[src/hw/rtl/hssc_pkg.sv]
// ----------------------------------------------------------------------------
// hssc_pkg
// Shared types and constants for the homing and seek position controller.
// ----------------------------------------------------------------------------
package hssc_pkg;

	localparam int unsigned PosW   = 16;
	localparam int unsigned SpeedW = 7;
	localparam int unsigned TickW  = 16;
	localparam int unsigned CfgIdxW  = 3;
	localparam int unsigned CfgDataW = 16;

	typedef enum logic [1:0] {
		MODE_HOMING  = 2'd0,
		MODE_IDLE    = 2'd1,
		MODE_SEEKING = 2'd2
	} mode_t;

	typedef enum logic [1:0] {
		WAIT_NONE     = 2'd0,
		WAIT_HOME     = 2'd1,
		WAIT_TARGET   = 2'd2,
		WAIT_DISPENSE = 2'd3
	} wait_kind_t;

	typedef enum logic [1:0] {
		CMD_STOP = 2'd0,
		CMD_BACK = 2'd1,
		CMD_FWD  = 2'd2
	} cmd_t;

	localparam logic [CfgIdxW-1:0] CFG_DRIVE_SPEED    = 3'd0;
	localparam logic [CfgIdxW-1:0] CFG_POS_TOLERANCE  = 3'd1;
	localparam logic [CfgIdxW-1:0] CFG_HOME_SETTLE    = 3'd2;
	localparam logic [CfgIdxW-1:0] CFG_TARGET_SETTLE  = 3'd3;
	localparam logic [CfgIdxW-1:0] CFG_DISPENSE_WAIT  = 3'd4;

	localparam logic [SpeedW-1:0] RST_DRIVE_SPEED   = 7'd10;
	localparam logic [PosW-1:0]   RST_POS_TOLERANCE = 16'd10;
	localparam logic [TickW-1:0]  RST_HOME_SETTLE   = 16'd500;
	localparam logic [TickW-1:0]  RST_TARGET_SETTLE = 16'd1000;
	localparam logic [TickW-1:0]  RST_DISPENSE_WAIT = 16'd5000;

endpackage

[src/hw/rtl/homing_seek_position_controller_top.sv]
// ----------------------------------------------------------------------------
// homing_seek_position_controller_top
// Tick-driven homing, request handshake and seek/settle/dispense sequencer.
// ----------------------------------------------------------------------------
//
//  channel | signals                                   | beat moves
//  --------+-------------------------------------------+------------------------
//  in      | in_valid, in_stall, sensor/position/flags | one control tick
//  out     | out_valid, out_stall, drive + event pulses| one result per tick
//  cfg     | cfg_we, cfg_index, cfg_data               | one register write
//
//  One tick per clock sustained while out is not stalled; a tick passes the
//  input register, then the result register. All sequencing is done by the
//  logic between those two. arst_n clears the config registers and valid
//  flags to their power-on values and the mode to homing. A stalled result
//  holds; the input register still fills behind it, and in_stall rises only
//  when both registers are full and out is stalled.
module homing_seek_position_controller_top (
	input  logic                                clk,
	input  logic                                arst_n,
	input  logic                                cfg_we,
	input  logic [hssc_pkg::CfgIdxW-1:0]        cfg_index,
	input  logic [hssc_pkg::CfgDataW-1:0]       cfg_data,
	input  logic                                in_valid,
	output logic                                in_stall,
	input  logic                                hall_active,
	input  logic signed [hssc_pkg::PosW-1:0]    measured_position,
	input  logic signed [hssc_pkg::PosW-1:0]    target_position,
	input  logic                                request_pending,
	input  logic                                wheel_ready,
	output logic                                out_valid,
	input  logic                                out_stall,
	output logic [1:0]                          drive_command,
	output logic [hssc_pkg::SpeedW-1:0]         drive_level,
	output logic                                zero_found,
	output logic                                request_taken,
	output logic                                at_target,
	output logic                                close_request
);

	// configuration
	logic [hssc_pkg::SpeedW-1:0] drive_speed_q;
	logic [hssc_pkg::PosW-1:0]   pos_tol_q;
	logic [hssc_pkg::TickW-1:0]  home_settle_q;
	logic [hssc_pkg::TickW-1:0]  target_settle_q;
	logic [hssc_pkg::TickW-1:0]  dispense_wait_q;

	// controller state
	hssc_pkg::mode_t      mode_q, mode_d;
	hssc_pkg::wait_kind_t wait_kind_q, wait_kind_d;
	logic                 cand_q, cand_d;
	logic                 sweep_back_q, sweep_back_d;
	logic [hssc_pkg::TickW-1:0] wait_count_q, wait_count_d;

	// input register
	logic                              valid_s1;
	logic                              hall_s1;
	logic signed [hssc_pkg::PosW-1:0]  meas_s1;
	logic signed [hssc_pkg::PosW-1:0]  targ_s1;
	logic                              req_s1;
	logic                              ready_s1;

	// result register
	logic                              valid_s2;
	hssc_pkg::cmd_t                    cmd_s2;
	logic [hssc_pkg::SpeedW-1:0]       level_s2;
	logic                              zero_s2, taken_s2, arrived_s2, closing_s2;

	logic advance, load_s1;
	logic signed [hssc_pkg::PosW:0] diff;
	logic [hssc_pkg::PosW:0]        diff_mag;
	logic [hssc_pkg::PosW-1:0]      err;
	logic                           near;
	hssc_pkg::cmd_t                 cmd;
	logic zero, taken, arrived, closing;

	assign advance  = valid_s1 && (!valid_s2 || !out_stall);
	assign in_stall = valid_s1 && !advance;
	assign load_s1  = in_valid && !in_stall;

	always_ff @(posedge clk or negedge arst_n) begin
		if (!arst_n) begin
			drive_speed_q   <= hssc_pkg::RST_DRIVE_SPEED;
			pos_tol_q       <= hssc_pkg::RST_POS_TOLERANCE;
			home_settle_q   <= hssc_pkg::RST_HOME_SETTLE;
			target_settle_q <= hssc_pkg::RST_TARGET_SETTLE;
			dispense_wait_q <= hssc_pkg::RST_DISPENSE_WAIT;
		end else if (cfg_we) begin
			unique case (cfg_index)
				hssc_pkg::CFG_DRIVE_SPEED:   drive_speed_q   <= cfg_data[hssc_pkg::SpeedW-1:0];
				hssc_pkg::CFG_POS_TOLERANCE: pos_tol_q       <= cfg_data;
				hssc_pkg::CFG_HOME_SETTLE:   home_settle_q   <= cfg_data;
				hssc_pkg::CFG_TARGET_SETTLE: target_settle_q <= cfg_data;
				hssc_pkg::CFG_DISPENSE_WAIT: dispense_wait_q <= cfg_data;
				default: ;
			endcase
		end
	end

	always_ff @(posedge clk or negedge arst_n) begin
		if (!arst_n) begin
			valid_s1 <= 1'b0;
		end else if (load_s1) begin
			valid_s1 <= 1'b1;
		end else if (advance) begin
			valid_s1 <= 1'b0;
		end
	end

	always_ff @(posedge clk) begin
		if (load_s1) begin
			hall_s1  <= hall_active;
			meas_s1  <= measured_position;
			targ_s1  <= target_position;
			req_s1   <= request_pending;
			ready_s1 <= wheel_ready;
		end
	end

	// |meas - targ| never exceeds 65535, so the clamp is the 16-bit part
	assign diff     = {meas_s1[hssc_pkg::PosW-1], meas_s1} - {targ_s1[hssc_pkg::PosW-1], targ_s1};
	assign diff_mag = diff[hssc_pkg::PosW] ? (~diff + 1'b1) : diff;
	assign err      = diff_mag[hssc_pkg::PosW] ? {hssc_pkg::PosW{1'b1}}
	                                          : diff_mag[hssc_pkg::PosW-1:0];
	assign near     = err <= pos_tol_q;

	always_comb begin
		mode_d       = mode_q;
		wait_kind_d  = wait_kind_q;
		cand_d       = cand_q;
		sweep_back_d = sweep_back_q;
		wait_count_d = wait_count_q;
		cmd          = hssc_pkg::CMD_STOP;
		zero         = 1'b0;
		taken        = 1'b0;
		arrived      = 1'b0;
		closing      = 1'b0;
		unique case (mode_q)
			hssc_pkg::MODE_HOMING: begin
				if (wait_kind_q != hssc_pkg::WAIT_NONE) begin
					if (wait_count_q >= home_settle_q) begin
						if (hall_s1) begin
							zero         = 1'b1;
							sweep_back_d = 1'b1;
							mode_d       = hssc_pkg::MODE_IDLE;
						end
						cand_d       = 1'b0;
						wait_kind_d  = hssc_pkg::WAIT_NONE;
						wait_count_d = '0;
					end else begin
						wait_count_d = wait_count_q + 1'b1;
					end
				end else if (cand_q) begin
					// first stopped tick counts as tick one
					wait_kind_d  = hssc_pkg::WAIT_HOME;
					wait_count_d = {{(hssc_pkg::TickW-1){1'b0}}, 1'b1};
				end else begin
					cmd = sweep_back_q ? hssc_pkg::CMD_BACK : hssc_pkg::CMD_FWD;
					if (hall_s1) begin
						cand_d       = 1'b1;
						sweep_back_d = !sweep_back_q;
					end
				end
			end
			hssc_pkg::MODE_SEEKING: begin
				if (wait_kind_q == hssc_pkg::WAIT_DISPENSE) begin
					if (wait_count_q >= dispense_wait_q) begin
						closing      = 1'b1;
						cand_d       = 1'b0;
						sweep_back_d = 1'b1;
						mode_d       = hssc_pkg::MODE_IDLE;
						wait_kind_d  = hssc_pkg::WAIT_NONE;
						wait_count_d = '0;
					end else begin
						wait_count_d = wait_count_q + 1'b1;
					end
				end else if (wait_kind_q != hssc_pkg::WAIT_NONE) begin
					if (wait_count_q >= target_settle_q) begin
						if (near) begin
							arrived      = 1'b1;
							wait_kind_d  = hssc_pkg::WAIT_DISPENSE;
							wait_count_d = {{(hssc_pkg::TickW-1){1'b0}}, 1'b1};
						end else begin
							cand_d       = 1'b0;
							wait_kind_d  = hssc_pkg::WAIT_NONE;
							wait_count_d = '0;
						end
					end else begin
						wait_count_d = wait_count_q + 1'b1;
					end
				end else if (cand_q) begin
					wait_kind_d  = hssc_pkg::WAIT_TARGET;
					wait_count_d = {{(hssc_pkg::TickW-1){1'b0}}, 1'b1};
				end else begin
					cmd = sweep_back_q ? hssc_pkg::CMD_BACK : hssc_pkg::CMD_FWD;
					if (near) begin
						cand_d       = 1'b1;
						sweep_back_d = !sweep_back_q;
					end
				end
			end
			default: begin
				if (req_s1 && ready_s1) begin
					taken        = 1'b1;
					mode_d       = hssc_pkg::MODE_SEEKING;
					cand_d       = 1'b0;
					sweep_back_d = 1'b1;
					wait_kind_d  = hssc_pkg::WAIT_NONE;
					wait_count_d = '0;
				end
			end
		endcase
	end

	always_ff @(posedge clk or negedge arst_n) begin
		if (!arst_n) begin
			mode_q       <= hssc_pkg::MODE_HOMING;
			wait_kind_q  <= hssc_pkg::WAIT_NONE;
			cand_q       <= 1'b0;
			sweep_back_q <= 1'b1;
			wait_count_q <= '0;
		end else if (advance) begin
			mode_q       <= mode_d;
			wait_kind_q  <= wait_kind_d;
			cand_q       <= cand_d;
			sweep_back_q <= sweep_back_d;
			wait_count_q <= wait_count_d;
		end
	end

	always_ff @(posedge clk or negedge arst_n) begin
		if (!arst_n) begin
			valid_s2 <= 1'b0;
		end else if (advance) begin
			valid_s2 <= 1'b1;
		end else if (!out_stall) begin
			valid_s2 <= 1'b0;
		end
	end

	always_ff @(posedge clk) begin
		if (advance) begin
			cmd_s2     <= cmd;
			level_s2   <= (cmd == hssc_pkg::CMD_STOP) ? '0 : drive_speed_q;
			zero_s2    <= zero;
			taken_s2   <= taken;
			arrived_s2 <= arrived;
			closing_s2 <= closing;
		end
	end

	assign out_valid     = valid_s2;
	assign drive_command = cmd_s2;
	assign drive_level   = level_s2;
	assign zero_found    = zero_s2;
	assign request_taken = taken_s2;
	assign at_target     = arrived_s2;
	assign close_request = closing_s2;

endmodule

[config.mk]
export PLATFORM = sky130hd
export DESIGN_NAME = homing_seek_position_controller_top
export DESIGN_NICKNAME = d
export VERILOG_FILES = /design/src/hw/rtl/hssc_pkg.sv /design/src/hw/rtl/homing_seek_position_controller_top.sv
export SDC_FILE = /design/constraint.sdc
export NUM_CORES = 1
export LEC_CHECK = 0
export ABC_AREA = 1
export BUFFER_PORTS_ARGS = -buffer_cell sky130_fd_sc_hd__buf_4
export CAP_MARGIN = 10
export CORE_ASPECT_RATIO = 0.7
export CORE_UTILIZATION = 55
export DETAILED_ROUTE_END_ITERATION = 7
export HOLD_SLACK_MARGIN = 0.06
export PLACE_DENSITY = 0.79
export RECOVER_POWER = 25
export SLEW_MARGIN = 40
export SYNTH_ARGS = -nofsm -noshare
export SYNTH_HDL_FRONTEND = slang
export SYNTH_SLANG_ARGS = --single-unit
export TNS_END_PERCENT = 30
[constraint.sdc]
create_clock -name clk -period 3.6 [get_ports clk]
set_clock_uncertainty 0.05 [all_clocks]
set_input_delay 0.72 -clock clk [delete_from_list [all_inputs] [get_ports clk]]
set_output_delay 0.72 -clock clk [all_outputs]
set_load 0.005 [all_outputs]
==> run_results.csv <==
group,metric,value,unit
worst_setup_path,worstReg2RegStart,"targ_s1[0]$_DFFE_PP_",
final_layout,fill_cells,1308,
final_layout,layout.cells.non_filler,1631,
sta,fin_crit_sh,107,%
final_layout,drive_above_1_share,24.8,%
power,swShare,41.7,%
synthesis,ys_ff_latch,143,
synthesis,post_synth_instance_area,9480,sq um
synthesis,yosys_warnings,0,
cts,ctsLongestPathBuffers,2,
flow_run,drv_cap,1,
synthesis,ys_types,44,
sta,fmax,260,MHz
final_layout,antenna_cells,0,
cts,cts_root_buf,"clkbuf_16",
sta,rsz0062_at_grt,"yes",
sta,maxSlewViolCount,68,
cts,worstSkewPairLatency,0.43,ns
drt,detail_route.wl_per_cell,16.1,microns
cts,cts_tree,"yes",
floorplanning,ios,74,
worst_setup_path,critPathMaxFanout,4,
floorplanning,die_h,112,microns
power,p_seq_share,29.9,%
place,placedInstanceArea,10800,sq um
drt,avgViaCountPerCell,5.47,
cts,cts_sinks,143,
cts,cts.clk_slew.worst_paths,0.06,ns
worst_setup_path,end_kind,"register",
worst_setup_path,path_class,"register to register",
drt,post-route-drc-count,0,
outcome,status,"finished with violations",
power,leakagePower,6.07,nW
power,power_frac_clock,23.1,%
sta,worst_pin_slew,1.76,ns
power,peakVddDrop,0.000442,V
worst_setup_path,crit_slowest_cell,"fa_2",
outcome,violations,"max-capacitance violations, max-slew violations, negative setup slack",
worst_setup_path,crit_family,"simple AND/OR/NAND/NOR gates",
floorplanning,rows,39,
floorplanning,start_util,57.1,%
worst_setup_path,crit_buf_inv,3,
grt,track_usage,29.8,%
power,total_power,0.00788,W
floorplanning,core,16600,sq um
sta,hold_ws,0.417,ns
worst_setup_path,cp.required,3.87,ns
drt,antenna_left,0,
sta,setup_viol_count_final,6,
power,p_sw,0.00329,W
grt,antenna_found_initial,0,
drt,drtIter0Drc,858,
final_layout,finalInstanceArea,12000,sq um
place,place_ws,-0.298,ns
worst_hold_path,min_from,"valid_s1$_DFFE_PN0P_",
cts,htreeDepth,4,
sta,layout_min_cycle_time,3.85,ns
grt,grt_pass1_vias,8277,
sta,relSlewSlack,-17.5,%
worst_hold_path,hp-class,"register to register",
sta,fin_ws,-0.251,ns
floorplanning,fp.dieW,159,microns
power,power_density,658,nW/um^2
synthesis,synth_nets,1377,
sta,hold_viol,0,
place,globalplace.congestion,1.03,
final_layout,final_cell_mix,"nand2_1 (300), inv_1 (211), buf_4 (123)",
synthesis,synthCells,1232,
drt,first_pass_iters,5,
power,intPower,0.00459,W
synthesis,synth_edf_count,48,
drt,routed_wl,26.3,mm
worst_setup_path,arrival,4.12,ns
final_layout,fin_nets,1538,
worst_setup_path,crit_top_cell,"nand2_1",
place,hpwl,19.0,mm
grt,grt_max_degree,68,
floorplanning,dieArea,17800,sq um
final_layout,area_delta_synth_final,26.5,%
cts,cts_buffers,17,
synthesis,async_reset_ff_share,66.4,%
synthesis,synth_seq_area_share,40.6,%
drt,via_count,8914,
place,placedCellCount,1588,
worst_setup_path,cp_slowest_stage_delay,0.57,ns
worst_setup_path,cp-start-kind,"register",
power,combPwrFrac,47.0,%
place,io_buffers,73,
worst_setup_path,worstSetupStartpoint,"targ_s1[0]$_DFFE_PP_",
final_layout,regArea,3850,sq um
grt,grt_pass1_wl,41.6,mm
synthesis,avgSynthCellArea,7.69,sq um
final_layout,multi_input_area,5140,sq um
final_layout,final_common_cell,"nand2_1",
synthesis,ys.flop_type,"dfrtp_1",
grt,grt.overflow.total,0,
-- worst register-to-register path: cells and delay by family, from the launching register on --
kind | cells | cell delay [ns]
AND/OR/NAND/NOR | 21 | 1.73
adder cells (fa/ha/maj) | 4 | 1.24
flip-flops | 1 | 0.41
buffers and inverters | 3 | 0.32
-- stage by stage --
step,setup TNS [ns],util [%]
final,-1.12,72.3
after floorplan,0,-
after global placement,-1.24,65.2
after detailed placement,-1.51,65.3
after global routing,-2.49,72.3
after CTS,-1.21,70.4
-- metal layers --
layer	vias to the layer above	wire [microns]	global-route usage, %
li1	4316	-	-
met1	4154	12300	43.9
met2	418	10800	42.7
met3	26	2880	8.94
met4	0	252	7.31
met5	-	0	0
-- registers in the layout, summed over array words and instances, names as in the netlist, 2 cells and up --
name,flops
dispense_wait_q,16
home_settle_q,16
meas_s1,16
pos_tol_q,16
targ_s1,16
target_settle_q,16
wait_count_q,16
drive_level,7
drive_speed_q,7
drive_command,2
mode_q,2
wait_kind_q,2
-- logic make-up (layout without fill, tap and decap cells) --
family / Yosys count / count (layout) / synth area share (%)
AND/OR/NAND/NOR: 543 / 543 / 25.6
buffers and inverters: 243 / 417 / 9.86
AO/OA/AOI/OAI: 207 / 207 / 11.4
flip-flops: 143 / 143 / 40.6
adder cells (fa/ha/maj): 86 / 86 / 11.4
XOR/XNOR: 10 / 10 / 1.16
-- power by group through the flow --
stage | Combinational [W] | Clock (W) | Sequential, W
final | 0.00370 | 0.00182 | 0.00236
after global routing | 0.00415 | 0.00191 | 0.00240
after CTS | 0.00348 | 0.00184 | 0.00235
after detailed placement | 0.00330 | 0 | 0.00237
after global placement | 0.00319 | 0 | 0.00236
after floorplan | 0.00228 | 0 | 0.00228
-- cell usage after synthesis (all sizes together), types with 6 or more instances --
master / instances / share of area [%]
xor2: 7 / 0.73
nand3b: 6 / 0.48
ha: 85 / 11
nand4: 22 / 1.6
o21ai: 121 / 6.4
nor3: 12 / 0.86
clkbuf: 18 / 0.71
edfxtp: 48 / 15
dfstp: 22 / 6.1
nand2: 341 / 14
dfrtp: 73 / 19
nor2: 79 / 3.3
inv: 220 / 8.7
a21oi: 65 / 3.5
nand3: 72 / 4.5
-- final cells by class --
class	instances	share of cell area, %
clock buffers	18	3.66
clock inverters	14	1.38
inverters	221	6.96
multi-input cells	846	42.9
flip-flops and latches	143	32.1
well taps	225	2.35
repair buffers	164	10.7
-- worst paths after layout --
path	end	slack [ns]	cells past startpoint
min	out_valid$_DFFE_PN0P_	0.42	2
min reg2reg	out_valid$_DFFE_PN0P_	0.42	2
max	wait_count_q[0]$_DFFE_PN0P_	-0.25	28
max reg2reg	wait_count_q[0]$_DFFE_PN0P_	-0.25	28
max in group asynchronous	target_settle_q[6]$_DFFE_PN1P_	1.68	2
min in group asynchronous	wait_count_q[2]$_DFFE_PN0P_	0.70	1
-- repair_timing --
action / in CTS / in global routing
hold buffers: 0 / 0
pin swaps: 19 / 29
gates cloned: 1 / 0
endpoints found under the setup margin: 6 / 6
setup buffers: 6 / 5
resized for setup: 41 / 65
Note: power is estimated with default switching activity, not from simulation.
